### src/sv/tce_pkg.sv
// ----------------------------------------------------------------------------
// tce_pkg
// Shared types and state codes for the total correlation estimator.
// ----------------------------------------------------------------------------
`timescale 1ns / 1ps
package tce_pkg;
    localparam int VAL_BITS  = 3;
    localparam int INFO_BITS = 20;
    localparam int ROW_BITS  = 16;
    localparam int VC_BITS   = 3;

    localparam logic [2:0] ST_IDLE  = 3'd0;
    localparam logic [2:0] ST_CLEAR = 3'd1;
    localparam logic [2:0] ST_WALK  = 3'd2;
    localparam logic [2:0] ST_DIV   = 3'd3;
    localparam logic [2:0] ST_OUT   = 3'd4;
    localparam logic [2:0] ST_NLOG  = 3'd5;

    typedef struct packed {
        logic [VAL_BITS-1:0] value_0;
        logic [VAL_BITS-1:0] value_1;
        logic [VAL_BITS-1:0] value_2;
        logic [VAL_BITS-1:0] value_3;
        logic                last_row;
    } row_t;

    typedef struct packed {
        logic [INFO_BITS-1:0] info_q16;
        logic [ROW_BITS-1:0]  row_count;
        logic                 overflow;
    } result_t;
endpackage

### src/sv/tce_log2.sv
// ----------------------------------------------------------------------------
// tce_log2
// Iterative fixed-point log2 by repeated squaring, one fraction bit a cycle.
// ----------------------------------------------------------------------------
`timescale 1ns / 1ps
module tce_log2
    import tce_pkg::*;
#(
    parameter int COUNT_BITS    = 16,
    parameter int LOG_FRAC_BITS = 16
) (
    input  logic                  clk,
    input  logic                  rst_n,
    input  logic                  start,
    input  logic [COUNT_BITS-1:0] x,
    output logic                  busy,
    output logic [$clog2(COUNT_BITS)+LOG_FRAC_BITS-1:0] result
);
    localparam int EB = $clog2(COUNT_BITS);
    localparam int CB = $clog2(LOG_FRAC_BITS + 1);

    logic [31:0]   y_reg, y_next;
    logic [EB-1:0] e_reg, e_next;
    logic [LOG_FRAC_BITS-1:0] f_reg, f_next;
    logic [CB-1:0] n_reg, n_next;
    logic          busy_reg, busy_next;
    logic [63:0]   sq;
    logic [EB-1:0] top;

    // leading one position
    always_comb
    begin
        top = '0;
        for (int i = 0; i < COUNT_BITS; i++)
        begin
            if (x[i])
            begin
                top = EB'(i);
            end
        end
    end

    assign sq = (64'(y_reg) * 64'(y_reg)) >> 30;

    always_comb
    begin
        y_next    = y_reg;
        e_next    = e_reg;
        f_next    = f_reg;
        n_next    = n_reg;
        busy_next = busy_reg;
        if (start)
        begin
            e_next    = top;
            y_next    = 32'((64'(x) << 30) >> top);
            f_next    = '0;
            n_next    = '0;
            busy_next = (x != '0);
        end
        else if (busy_reg)
        begin
            if (sq >= 64'h8000_0000)
            begin
                y_next = 32'(sq >> 1);
                f_next = {f_reg[LOG_FRAC_BITS-2:0], 1'b1};
            end
            else
            begin
                y_next = sq[31:0];
                f_next = {f_reg[LOG_FRAC_BITS-2:0], 1'b0};
            end
            n_next = n_reg + 1'b1;
            if (n_reg == CB'(LOG_FRAC_BITS - 1))
            begin
                busy_next = 1'b0;
            end
        end
    end

    always_ff @(posedge clk or negedge rst_n)
    begin
        if (!rst_n)
        begin
            busy_reg <= 1'b0;
            n_reg    <= '0;
        end
        else
        begin
            busy_reg <= busy_next;
            n_reg    <= n_next;
        end
    end

    always_ff @(posedge clk)
    begin
        y_reg <= y_next;
        e_reg <= e_next;
        f_reg <= f_next;
    end

    assign busy   = busy_reg;
    assign result = {e_reg, f_reg};
endmodule

### config.mk
export PLATFORM = sky130hd
export DESIGN_NAME = tce_log2
export DESIGN_NICKNAME = d
export VERILOG_FILES = /design/src/sv/tce_pkg.sv /design/src/sv/tce_log2.sv
export SDC_FILE = /design/constraint.sdc
export NUM_CORES = 2
export LEC_CHECK = 0
export BUFFER_PORTS_ARGS = -buffer_cell sky130_fd_sc_hd__buf_2
export CORE_ASPECT_RATIO = 1.75
export CORE_MARGIN = 3
export CORE_UTILIZATION = 41
export CTS_BUF_LIST = sky130_fd_sc_hd__clkbuf_4 sky130_fd_sc_hd__clkbuf_8
export DETAILED_ROUTE_END_ITERATION = 6
export REMOVE_ABC_BUFFERS = 1
export SETUP_SLACK_MARGIN = 0.02
export SLEW_MARGIN = 5
export SYNTH_ARGS = -nofsm -noshare
export SYNTH_HDL_FRONTEND = slang
export SYNTH_SLANG_ARGS = --single-unit
export TNS_END_PERCENT = 100
### constraint.sdc
create_clock -name clk -period 14.8 [get_ports clk]
set_input_delay 2.96 -clock clk [delete_from_list [all_inputs] [get_ports clk]]
set_output_delay 2.96 -clock clk [all_outputs]
set_load 0.02 [all_outputs]
* Yosys cells after proc, flatten, opt, wreduce, memory -nomap -nowiden *
Cells that the tools add are included.

storage, ports and cells
  logic and storage cells = 36
  register bits after elaboration = 58
  output and inout port bits = 21
  bits of input ports = 19

cells by class
  $add $sub $neg = 1
  mux-type cells = 24
  reductions and logical operators = 2
  shift-type cells = 1
  equality and inequality tests = 1
  $mul = 1
  magnitude comparators = 1

operators with widths
  operator                count
  $mux W32                3
  $mul A32 B32 Y64        1
  $shr A46 B4 Y32         1
  $mux W4                 10
  $ge A34 B32 Y1 const B  1
  $reduce_bool A16 Y1     1
  $mux W5                 2
  $mux W3                 2
  $add A5 B1 Y5 const B   1
  $eq A5 B4 Y1 const B    1
  $mux W1                 5
  $mux W2                 2
  $reduce_bool A2 Y1      1

* Depth between registers and ports, before layout *
  word-level depth = 17
  gate-level depth with buffers = 34
  gate-level depth less buffers = 30

* Least setup slack after synthesis *
No wires, ideal clock.

  path kind = register to register
  from = register y_reg[14]
  to = register y_reg[1] (data pin)
  setup time = 0.260 ns
  data required time = 14.540 ns
  period minus slack after synthesis = 8.103 ns
  data arrival time = 7.843 ns
  path slack = 6.697 ns
  buffers on the path = 3
  stages on the path, launching flop included = 31
  path through = edfxtp_1 > clkbuf_1 > clkbuf_1 > nand2_1 > fa_1 > inv_1 > fa_1 > inv_1 > fa_1 > fa_1 > inv_1 > fa_1 > inv_1 > fa_1 > inv_1 > fa_1 > inv_1 > fa_1 > inv_1 > ha_1 > and3_1 > and4_1 > o211ai_1 > o311ai_2 > o21a_2 > nor3_2 > a211oi_2 > o21a_2 > o211ai_4 > buf_6 > mux2_2

on the way
  word-level cells in the longest chain between the ends = 5

RTL lines
  what                    RTL line        RTL
  start, declared         tce_log2.sv:22  logic [31:0] y_reg, y_next;
  start signal, assigned  tce_log2.sv:96  y_reg <= y_next;
  $mul A32 B32 Y64 *      tce_log2.sv:43  assign sq = (64'(y_reg) * 64'(y_reg)) >> 30;
  $ge A34 B32 Y1          tce_log2.sv:62  if (sq >= 64'h8000_0000)
  $mux W32 *              tce_log2.sv:62
  $mux W32 *              tce_log2.sv:60  else if (busy_reg)
  $mux W32 *              tce_log2.sv:52  if (start)

Every way passes the cells marked *; elsewhere a longest branch is shown, timed or not. The select of a mux whose other input is x is not followed.
A chain may end at the register's enable or synchronous reset.

* Worst setup path after layout *
  from = register y_reg[9]
  to = register y_reg[24] (data pin)

on the way
  word-level cells in the longest chain between the ends = 5

RTL lines
  what                RTL line
  $mul A32 B32 Y64 *  tce_log2.sv:43
  $ge A34 B32 Y1      tce_log2.sv:62
  $mux W32 *          tce_log2.sv:62
  $mux W32 *          tce_log2.sv:60
  $mux W32 *          tce_log2.sv:52
  via y_next[24]      tce_log2.sv:22

The timed path passes the listed nets; every way through them passes the cells marked *. The select of a mux whose other input is x is not followed.

==> parameters.txt <==
Parameter                              Value

Place
  GP Congestion ... 0.933
  Placed inst area ... 33500 sq um
  Total half-perimeter wirelength after legalization and detailed placement ... 75.3 mm
  Count of buffers inserted at the top-level ports ... 39
  Worst-case setup slack after placement ... 5230 ps

Setup path
  Data required time at the worst endpoint ... 15000 ps
  Critical Setup Path Class ... reg -> reg
  Critical Path Start Type ... flip-flop
  Maximum fanout along the worst path ... 51
  Arrival time at the worst endpoint ... 9860 ps
  Critical Path Sink Type ... flip-flop

Clocking
  Post-CTS Setup Repair Bufs ... 0
  Level count of the clock H-tree ... 3
  TritonCTS clock tree ... yes
  Clock Root Buffer ... clkbuf_8
  Total of hold buffers inserted after clock tree synthesis ... 0
  Clock transition at path regs ... 70 ps
  Bufs on Longest Clock Path ... 2
  Number of CTS-inserted buffers ... 9
  Cells resized by post-CTS repair ... 0
  Clock Latency Late Sink ... 350 ps
  TritonCTS sink count ... 58

STA
  Unrepaired setup endpoints after global routing ... false
  Accumulated negative setup slack ... 0 ps
  Share of the clock period used by the worst path after layout ... 0.653
  Worst relative slew slack ... 0.444
  Final setup violation count ... 0
  Timing-limited maximum frequency ... 103 MHz
  Max Slew Vio Count ... 0
  Smallest setup slack after layout ... 5140 ps
  Worst slew pin tran ... 833 ps
  Hold Vio Cnt, Final ... 0
  Worst clock skew ... 4.86 ps
  Time the worst path needs with I/O delays and setup ... 9660 ps

Job
  Max Cap Violations ... 0

Layout
  Post-route cell area ... 33800 sq um
  Share of the core filled with cells ... 0.434
  Most common cell after layout, fill and taps aside ... inv_1
  Most used cells in the layout excluding fill and tap cells ... inv_1 (998), fa_1 (793), nand2_1 (318), ha_1 (295), and2_1 (228)
  Layout overhead on the synthesized area ... 4.41%
  Sequential cell area ... 1550 sq um
  # fillers ... 7687
  Final antenna diode count ... 0
  Area of the multi-input gates ... 26500 sq um
  Max FFs per register ... 32
  Ratio of cells with drive above 1 in the final layout ... 0.0406
  Total Nets Final ... 4528

Detailed routing
  Antenna-violating nets left ... 0
  Vias after detailed routing ... 23000
  Total wire length ... 92.8 mm
  # DRC ... 0
  Count of TritonRoute iterations in the first routing pass ... 6
  Via density ... 5.16
  Average wire length per cell after detail routing ... 20.8 um
  Initial detailed-routing violation count ... 1231

Die
  Die Y ... 378 um
  Area of the core ... 77900 sq um
  Initial Util ... 0.416
  Number of placement rows ... 135
  Die area ... 82500 sq um
  Width of the chip ... 218 um
  I/O pins ... 40

GRT
  Global-route wire length before repair ... 145 mm
  Number of global-route vias before repair ... 26500
  Antenna violations before repair ... 1
  GRT Residual Overflow ... 0
  Maximum number of pins on one net before global-route repair ... 74
  Global routing usage summed across all routing layers ... 0.234

Logic synthesis
  Total of flip-flops plus latches after synthesis ... 58
  Warnings, synthesis ... 0
  Syn Area/Cell ... 9.31 sq um
  Synth Flop Type ... edfxtp_1
  Share of synthesized area occupied by flip-flops and latches ... 0.0479
  Total standard cell area after synthesis ... 32400 sq um
  Number of distinct standard cells referenced by the synthesized netlist ... 73
  Cell count after synthesis ... 3477
  Asr flop ratio synth ... 0.103
  Number of flops mapped to enable cells by yosys ... 36

Status
  Outcome ... finished clean

Hold path
  Worst hold path class ... reg -> reg
[through the flow]
| step | hold WS [ps] | instances |
|---|---|---|
| after floorplan | 497 | 3335 |
| after global placement | 479 | 4437 |
| after detailed placement | 488 | 4437 |
| after CTS | 507 | 4453 |
| after global routing | 556 | 4453 |
| final | 503 | 4453 |
[final timing paths]
| check | start | end | slack, ps | cells after the start |
|---|---|---|---|---|
| max | y_reg[9]$_SDFFCE_PP0P_ | y_reg[24]$_DFFE_PP_ | 5140 | 26 |
| min | f_reg[15]$_SDFFE_PP0P_ | f_reg[15]$_SDFFE_PP0P_ | 500 | 2 |
| max reg2reg | y_reg[9]$_SDFFCE_PP0P_ | y_reg[24]$_DFFE_PP_ | 5140 | 26 |
| min reg2reg | f_reg[15]$_SDFFE_PP0P_ | f_reg[15]$_SDFFE_PP0P_ | 500 | 2 |
| max in group asynchronous | rst_n | n_reg[3]$_DFFE_PN0P_ | 12250 | 1 |
| min in group asynchronous | rst_n | n_reg[4]$_DFFE_PN0P_ | 2420 | 1 |
[metal layers]
| metal | track usage | vias up | wire [um] |
|---|---|---|---|
| met1 | 0.223 | 11800 | 28300 |
| met2 | 0.469 | 652 | 53600 |
| met3 | 0.0183 | 344 | 3170 |
| met4 | 0.150 | 0 | 7740 |
| li1 | - | 10200 | - |
| met5 | 0 | - | 0 |
[cell type report]
cell class | instances | share of cell area
inverter | 998 | 0.111
timing repair buffer | 75 | 0.0138
clock buffer | 11 | 0.00448
tap | 1027 | 0.0380
sequential | 58 | 0.0459
multi-input combinational | 2279 | 0.784
clock inverter | 5 | 0.00296
[kinds of logic after synthesis]
logic type	count (synthesis)	synth area share
mux	57	0.0179
xor+xnor	77	0.0208
buf+inv	1140	0.133
fa+ha+maj	1088	0.604
compound gates	277	0.0582
simple gates	780	0.117
flops	58	0.0479
[worst max-delay path, cell delays in order (launching register included)]
cell and delay (ps):
edfxtp_1 320, buf_4 450, inv_1 380, nor2_1 410, fa_1 510, fa_1 540, inv_1 50, fa_1 500
fa_1 590, inv_1 80, fa_1 440, fa_1 430, fa_1 540, fa_1 420, ha_1 410, nand4_2 230
nor4_4 520, o211ai_1 180, o311ai_2 500, o21a_2 270, nor3_2 70, a211oi_2 270, nor3_1 110, o211ai_4 150
buf_4 500, mux2_2 400, a31oi_1 150
[cell usage after synthesis, types with 16 or more instances]
cell,n,area share
nor3_1,22,0.0034
a21oi_1,83,0.013
a21o_1,31,0.0072
ha_1,295,0.11
inv_1,998,0.12
xnor2_1,34,0.0092
mux2i_1,50,0.015
and2_1,228,0.044
dfxtp_1,16,0.0099
fa_1,793,0.49
o21bai_1,17,0.0039
edfxtp_1,36,0.033
clkbuf_1,127,0.015
nand4_1,26,0.0050
nor2_1,116,0.013
nand2_1,318,0.037
xor2_1,43,0.012
o21ai_0,45,0.0070
Power is left out: the tool's default activity adds up to more than one toggle a clock period on the data nets, which glitch-free logic cannot reach.
