$ cat config.mk
export PLATFORM = sky130hd
export DESIGN_NAME = tce_divider
export DESIGN_NICKNAME = d
export VERILOG_FILES = /design/src/sv/tce_pkg.sv /design/src/sv/tce_divider.sv
export SDC_FILE = /design/constraint.sdc
export NUM_CORES = 1
export LEC_CHECK = 0
export BUFFER_PORTS_ARGS = -buffer_cell sky130_fd_sc_hd__buf_4
export CORE_AREA = 2 2 97 146
export DETAILED_ROUTE_END_ITERATION = 8
export DIE_AREA = 0 0 99 148
export HOLD_SLACK_MARGIN = 0.02
export MAX_ROUTING_LAYER = met4
export PLACE_DENSITY = 0.64
export SYNTH_ARGS = -nofsm -noshare
export SYNTH_HDL_FRONTEND = slang
export SYNTH_SLANG_ARGS = --single-unit
$ cat constraint.sdc
create_clock -name clk -period 3.9 [get_ports clk]
set_clock_uncertainty 0.1 [all_clocks]
set_input_delay 1.17 -clock clk [delete_from_list [all_inputs] [get_ports clk]]
set_output_delay 1.17 -clock clk [all_outputs]
set_load 0.005 [all_outputs]
$ cat src/sv/tce_pkg.sv
// ----------------------------------------------------------------------------
// tce_pkg
// Shared types and state codes for the total correlation estimator.
// ----------------------------------------------------------------------------
`timescale 1ns / 1ps
package tce_pkg;
    localparam int VAL_BITS  = 3;
    localparam int INFO_BITS = 20;
    localparam int ROW_BITS  = 16;
    localparam int VC_BITS   = 3;

    localparam logic [2:0] ST_IDLE  = 3'd0;
    localparam logic [2:0] ST_CLEAR = 3'd1;
    localparam logic [2:0] ST_WALK  = 3'd2;
    localparam logic [2:0] ST_DIV   = 3'd3;
    localparam logic [2:0] ST_OUT   = 3'd4;
    localparam logic [2:0] ST_NLOG  = 3'd5;

    typedef struct packed {
        logic [VAL_BITS-1:0] value_0;
        logic [VAL_BITS-1:0] value_1;
        logic [VAL_BITS-1:0] value_2;
        logic [VAL_BITS-1:0] value_3;
        logic                last_row;
    } row_t;

    typedef struct packed {
        logic [INFO_BITS-1:0] info_q16;
        logic [ROW_BITS-1:0]  row_count;
        logic                 overflow;
    } result_t;
endpackage

$ cat src/sv/tce_divider.sv
// ----------------------------------------------------------------------------
// tce_divider
// Restoring divider, one quotient bit a cycle.
// ----------------------------------------------------------------------------
`timescale 1ns / 1ps
module tce_divider
    import tce_pkg::*;
#(
    parameter int NUM_BITS = 48,
    parameter int DEN_BITS = 16
) (
    input  logic                clk,
    input  logic                rst_n,
    input  logic                start,
    input  logic [NUM_BITS-1:0] num,
    input  logic [DEN_BITS-1:0] den,
    output logic                busy,
    output logic [NUM_BITS-1:0] quot
);
    localparam int CB = $clog2(NUM_BITS + 1);

    logic [NUM_BITS-1:0] q_reg, q_next;
    logic [DEN_BITS:0]   r_reg, r_next;
    logic [DEN_BITS-1:0] d_reg;
    logic [CB-1:0]       n_reg, n_next;
    logic                busy_reg, busy_next;
    logic [DEN_BITS:0]   trial;

    assign trial = {r_reg[DEN_BITS-1:0], q_reg[NUM_BITS-1]};

    always_comb
    begin
        q_next    = q_reg;
        r_next    = r_reg;
        n_next    = n_reg;
        busy_next = busy_reg;
        if (start)
        begin
            q_next    = num;
            r_next    = '0;
            n_next    = '0;
            busy_next = 1'b1;
        end
        else if (busy_reg)
        begin
            if (trial >= {1'b0, d_reg})
            begin
                r_next = trial - {1'b0, d_reg};
                q_next = {q_reg[NUM_BITS-2:0], 1'b1};
            end
            else
            begin
                r_next = trial;
                q_next = {q_reg[NUM_BITS-2:0], 1'b0};
            end
            n_next = n_reg + 1'b1;
            if (n_reg == CB'(NUM_BITS - 1))
            begin
                busy_next = 1'b0;
            end
        end
    end

    always_ff @(posedge clk or negedge rst_n)
    begin
        if (!rst_n)
        begin
            busy_reg <= 1'b0;
            n_reg    <= '0;
        end
        else
        begin
            busy_reg <= busy_next;
            n_reg    <= n_next;
        end
    end

    always_ff @(posedge clk)
    begin
        q_reg <= q_next;
        r_reg <= r_next;
        if (start)
        begin
            d_reg <= den;
        end
    end

    assign busy = busy_reg;
    assign quot = q_reg;
endmodule

[Word-level counts from Yosys, hierarchy flattened]
Index checks and enable logic that the tools add are counted.
Storage, ports and cells
  bits in writable memories: 0
  memories kept: 0
  memory bits (read-only): 0
  logic and storage cells: 19
  bits in latches: 0
  input port bits: 67
  flip-flop bits (word level): 87
Operators by class
  $add $sub $neg: 2
  bitwise gates (word level): 0
  multipliers: 0
  multiplexer cells: 9
  $lt $le $gt $ge: 1
  divide/modulo/power cells: 0
  reduce and logical (&&, ||, !) cells: 1
  equality and inequality tests: 1
  shifts and indexed selects: 0
Operators by type and width (number)
  48-bit two-way mux: 2
  17-bit by 16-bit >= comparator with 1-bit output: 1
  16-bit two-way mux: 1
  16-bit subtractor: 1
  6-bit two-way mux: 2
  6-bit by 1-bit adder with 6-bit output, second input constant: 1
  6-bit == test, second input constant: 1
  1-bit two-way mux: 4
  2-bit nonzero test: 1

[Logic depth before layout (Yosys ltp)]
  depth after elaboration: 4
  depth in mapped cells: 10

[Least setup slack after synthesis]
OpenSTA, ideal clock, no wires.
  kind: in2reg
  start: input start
  end: register q_reg[0], in the netlist quot[0] (enable)
  slack: 0.784 ns
  buffers on the path: 2
  arrival: 2.614 ns
  cell stages on the path: 4
  data required time: 3.398 ns
  path through: clkbuf_1 buf_2 nor2_1 inv_1
On the way
  longest elaborated chain between the ends: 1
RTL lines
  start: declaration: RTL line tce_divider.sv:14  | input logic start,
  2-bit nonzero test (no source line)
  end signal: assignment: RTL line tce_divider.sv:80  | q_reg <= q_next;
  end: declaration: RTL line tce_divider.sv:22  | logic [NUM_BITS-1:0] q_reg, q_next;
No other way between the ends.
A chain may end at the register's enable or synchronous reset.

[Worst setup path in the final report]
  start: register q_reg[47], in the netlist quot[47]
  end: register r_reg[14]
On the way
  longest elaborated chain between the ends: 2
  elaborated cells on any way between the ends: 3
  classes of those cells: add/sub (1); order compare (1); mux (1)
RTL lines
  16-bit subtractor or 17-bit by 16-bit >= comparator with 1-bit output (tied branches): RTL line tce_divider.sv:48, tce_divider.sv:46
  16-bit two-way mux *: RTL line tce_divider.sv:46  | if (trial >= {1'b0, d_reg})
  end signal: assignment: RTL line tce_divider.sv:81  | r_reg <= r_next;
  end: declaration: RTL line tce_divider.sv:23  | logic [DEN_BITS:0] r_reg, r_next;
Mark *: on every way between the ends. The rest lies on a longest branch, timed or not.

==> summary.log <==
qor: routing.drc 0
qor: logic_synthesis.yosys.cell_types.count 53
qor: cts.cts-resized-gates 0
qor: routing.routed_wire_length_per_instance 16.61 um
qor: logic_synthesis.count_of_flip_flops_with_a_built_in_enable_after_synthesis 64
qor: cts.cts-buffers-inserted 9
qor: grt.grt_pass1_wl 17,670 um
qor: grt.antenna_found_initial 0
qor: routing.num_vias 3,374
qor: die.dieWidth 99 um
qor: logic_synthesis.mappedNetlistArea 4576 um2
qor: sta.fin_tns_setup 0 ns
qor: cells_and_area.post_route_cells_drive_above_1_share 40.37%
qor: setup_path.timing.critical_path.slowest_stage_cell sky130_fd_sc_hd__edfxtp_1
qor: setup_path.end_kind register
qor: placement.i_o_buffers 115
qor: setup_path.critical_path.max_stage_delay 0.41 ns
qor: cts.cts_tree yes
qor: cts.cts.hold.buffers_added 0
qor: cts.setup_bufs_post_cts 0
qor: die.row_count 52
qor: die.die_y 148 um
qor: die.core_area 13,340 um2
qor: power_and_ir_drop.finalPower 2.246 mW
qor: sta.worst-slew-pin-transition 0.5609 ns
qor: min_path.min_from r_reg[14]
qor: logic_synthesis.synth.yosys.seq_area_share 52.83%
qor: logic_synthesis.synthDominantCellAreaShare 42.00%
qor: grt.grt_usage 15.60%
qor: logic_synthesis.synth_most_common_cell sky130_fd_sc_hd__edfxtp_1
qor: sta.finalHoldViolCount 0
qor: cells_and_area.regArea 2417 um2
qor: logic_synthesis.async_flop_share 8.046%
qor: cells_and_area.area_delta_synth_final 27.56%
qor: cells_and_area.antennaDiodeCount 0
qor: setup_path.startpoint_type register
qor: sta.timing.final.setup_violations 0
qor: grt.first_global_vias 3,606
qor: grt.grt_start_max_net_pins 45
qor: sta.final_period_minus_worst_setup_slack 2.935 ns
qor: die.floorplan.initialDensity 34.31%
qor: cts.cts_sinks 87
qor: logic_synthesis.synth_cells 373
qor: logic_synthesis.yosys_register_bits 87
qor: routing.drt-vias-per-instance 5.191
qor: routing.drt_wl_total 10,800 um
qor: cts.cts_htree_levels 3
qor: cts.clkLatencyLatePin 0.34 ns
qor: placement.gp_congestion 0.8582
qor: setup_path.timing_worst_setup_path_type reg -> reg
qor: placement.placed_area 5564 um2
qor: cells_and_area.largest_register_ff_count 48
qor: setup_path.critical_path.endpoint r_reg[14]
qor: setup_path.worst_r2r_end r_reg[14]
qor: sta.setup_repair_after_global_routing_missed_its_margin no
qor: placement.hpwl_after_dpl 7944 um
qor: setup_path.r2r.worst_path.cells 10
qor: run.cap_violations 0
qor: sta.finalMaxSlewViolations 0
qor: cts.clk_pin_slew_worst_paths 0.07 ns
qor: die.pin_count 116
qor: logic_synthesis.synthesis.yosys.warnings 0
qor: sta.final.hold.worst_slack 0.4090 ns
qor: logic_synthesis.synth.net_count 458
qor: setup_path.start_point_of_the_critical_path quot[47]
qor: routing.drtPass1Iterations 5
qor: cells_and_area.total_area_of_multi_input_combinational_cells 1972 um2
qor: sta.timing.slew.headroom 62.60%
qor: logic_synthesis.synth_top_cell_by_area sky130_fd_sc_hd__edfxtp_1
qor: setup_path.rr_startpoint quot[47]
qor: logic_synthesis.yosys_most_used_dff sky130_fd_sc_hd__edfxtp_1
qor: setup_path.critPathArrivalTime 3.08 ns
qor: cells_and_area.fin_nets 568
qor: setup_path.critPathMostFrequentCell sky130_fd_sc_hd__inv_1
qor: sta.final_min_period_over_clock_period 75.25%
qor: sta.fmaxAchievable 340.7 MHz
qor: min_path.min-delay-path-class reg -> reg
qor: setup_path.r2r_setup_slack 0.97 ns
qor: cts.clk_root_buffer_cell sky130_fd_sc_hd__clkbuf_16
qor: logic_synthesis.synth_area_leaders sky130_fd_sc_hd__edfxtp_1, sky130_fd_sc_hd__mux2_2, sky130_fd_sc_hd__dfxtp_1
qor: setup_path.critPathRequiredTime 4.05 ns
qor: cts.max-clock-path-buffers 2
qor: power_and_ir_drop.power.leakage 2.450 nW
qor: logic_synthesis.yosys-top-cells-count sky130_fd_sc_hd__edfxtp_1, sky130_fd_sc_hd__mux2_2, sky130_fd_sc_hd__nand2_1
qor: power_and_ir_drop.power.density 384.7 nW/um2
qor: logic_synthesis.syn_area_per_cell 12.27 um2
qor: die.die_area 14,650 um2
qor: cells_and_area.design_area 5837 um2
qor: setup_path.cp_cell_sequence inv_1 > ha_1 > inv_1 > fa_1 > a21o_1 > a221oi_2 > o221ai_2 > a2111oi_2 > o31ai_1 > a311oi_1
qor: grt.overflow 0
qor: routing.drt_iter0_drc 225
qor: routing.postRouteAntennaNets 0
qor: power_and_ir_drop.peakVddDrop 268.8 uV
qor: cells_and_area.number_of_fill_cells 1,232
qor: status.run_status completed
qor: cells_and_area.final_util 43.76%
qor: setup_path.critical_path.max_fanout 3
worst min path at each step:
| stage | depth (start not counted) | slack [ns] | end |
|---|---|---|---|
| after floorplan | 2 | 0.36 | r_reg[12] |
| after global placement | 1 | 0.38 | r_reg[2] |
| after detailed placement | 1 | 0.39 | r_reg[2] |
| after CTS | 1 | 0.41 | r_reg[2] |
| after global routing | 2 | 0.43 | r_reg[15] |
| final | 2 | 0.41 | r_reg[15] |
report_power, final:
part | leakage [nW] | internal [mW] | total [mW] | switching [mW]
Sequential | 0.886 | 1.07 | 1.12 | 0.0420
Combinational | 1.44 | 0.191 | 0.327 | 0.136
Clock | 0.122 | 0.431 | 0.801 | 0.371
Total | 2.45 | 1.70 | 2.25 | 0.549
worst max-delay path, delay by kind of cell, from the launching register on:
family                   cells  cell delay (ns)
flip-flops                   1             0.41
adder cells (fa/ha/maj)      2             0.55
AO/OA/AOI/OAI                6             1.65
buffers and inverters        2             0.14
placed cells by master (no fill, tap or decap), types with 4 or more instances in the layout:
cell type	synthesis	final
sky130_fd_sc_hd__a21o_1	7	7
sky130_fd_sc_hd__a21oi_1	17	17
sky130_fd_sc_hd__a311oi_2	5	5
sky130_fd_sc_hd__and3_1	6	6
sky130_fd_sc_hd__buf_4	2	119
sky130_fd_sc_hd__clkbuf_16	0	9
sky130_fd_sc_hd__clkinvlp_4	0	4
sky130_fd_sc_hd__dfrtp_1	7	7
sky130_fd_sc_hd__dfxtp_1	16	16
sky130_fd_sc_hd__edfxtp_1	64	64
sky130_fd_sc_hd__ha_1	17	17
sky130_fd_sc_hd__inv_1	21	20
sky130_fd_sc_hd__mux2_2	47	47
sky130_fd_sc_hd__mux2i_1	6	6
sky130_fd_sc_hd__nand2_1	26	26
sky130_fd_sc_hd__nand2b_1	7	7
sky130_fd_sc_hd__nand3_1	7	7
sky130_fd_sc_hd__nand4_1	6	6
sky130_fd_sc_hd__nor2_1	23	23
sky130_fd_sc_hd__nor2b_1	4	4
sky130_fd_sc_hd__o211ai_1	7	7
sky130_fd_sc_hd__o21ai_0	8	8
sky130_fd_sc_hd__or3_1	4	4
sky130_fd_sc_hd__xnor2_1	6	6
sky130_fd_sc_hd__xor2_1	7	7
layout make-up:
cell class                 instances  share of cell area [%]
sequential                        87                   41.41
multi-input combinational        245                   33.78
timing repair buffer             119                   15.31
clock buffer                       9                   3.859
tap                              162                   3.473
inverter                          21                   1.350
clock inverter                     7                  0.8146
kinds of logic after synthesis:
kind of cell / count (synthesis) / synth area share, %
AOI/OAI and AO/OA: 72 / 13.15
xor gates and xnor gates: 13 / 2.488
adders and majority gates: 18 / 5.086
buffers and inverters: 41 / 4.074
DFF: 87 / 52.83
muxes: 54 / 13.13
and+or+nand+nor: 88 / 9.243
layer usage:
layer	vias up	global-route usage (%)	wire, um
li1	1624	-	-
met1	1612	18.10	4447
met2	121	26.28	5496
met3	17	3.073	580
met4	0	6.438	272
met5	-	-	0
per-stage QoR:
step                      instances  setup WS [ns]
after global routing            650         0.7842
after floorplan                 373         0.7837
after detailed placement        634         0.7995
final                           650         0.9651
after CTS                       650         0.9993
after global placement          634         0.8658
(Power assumes the default switching activity.)
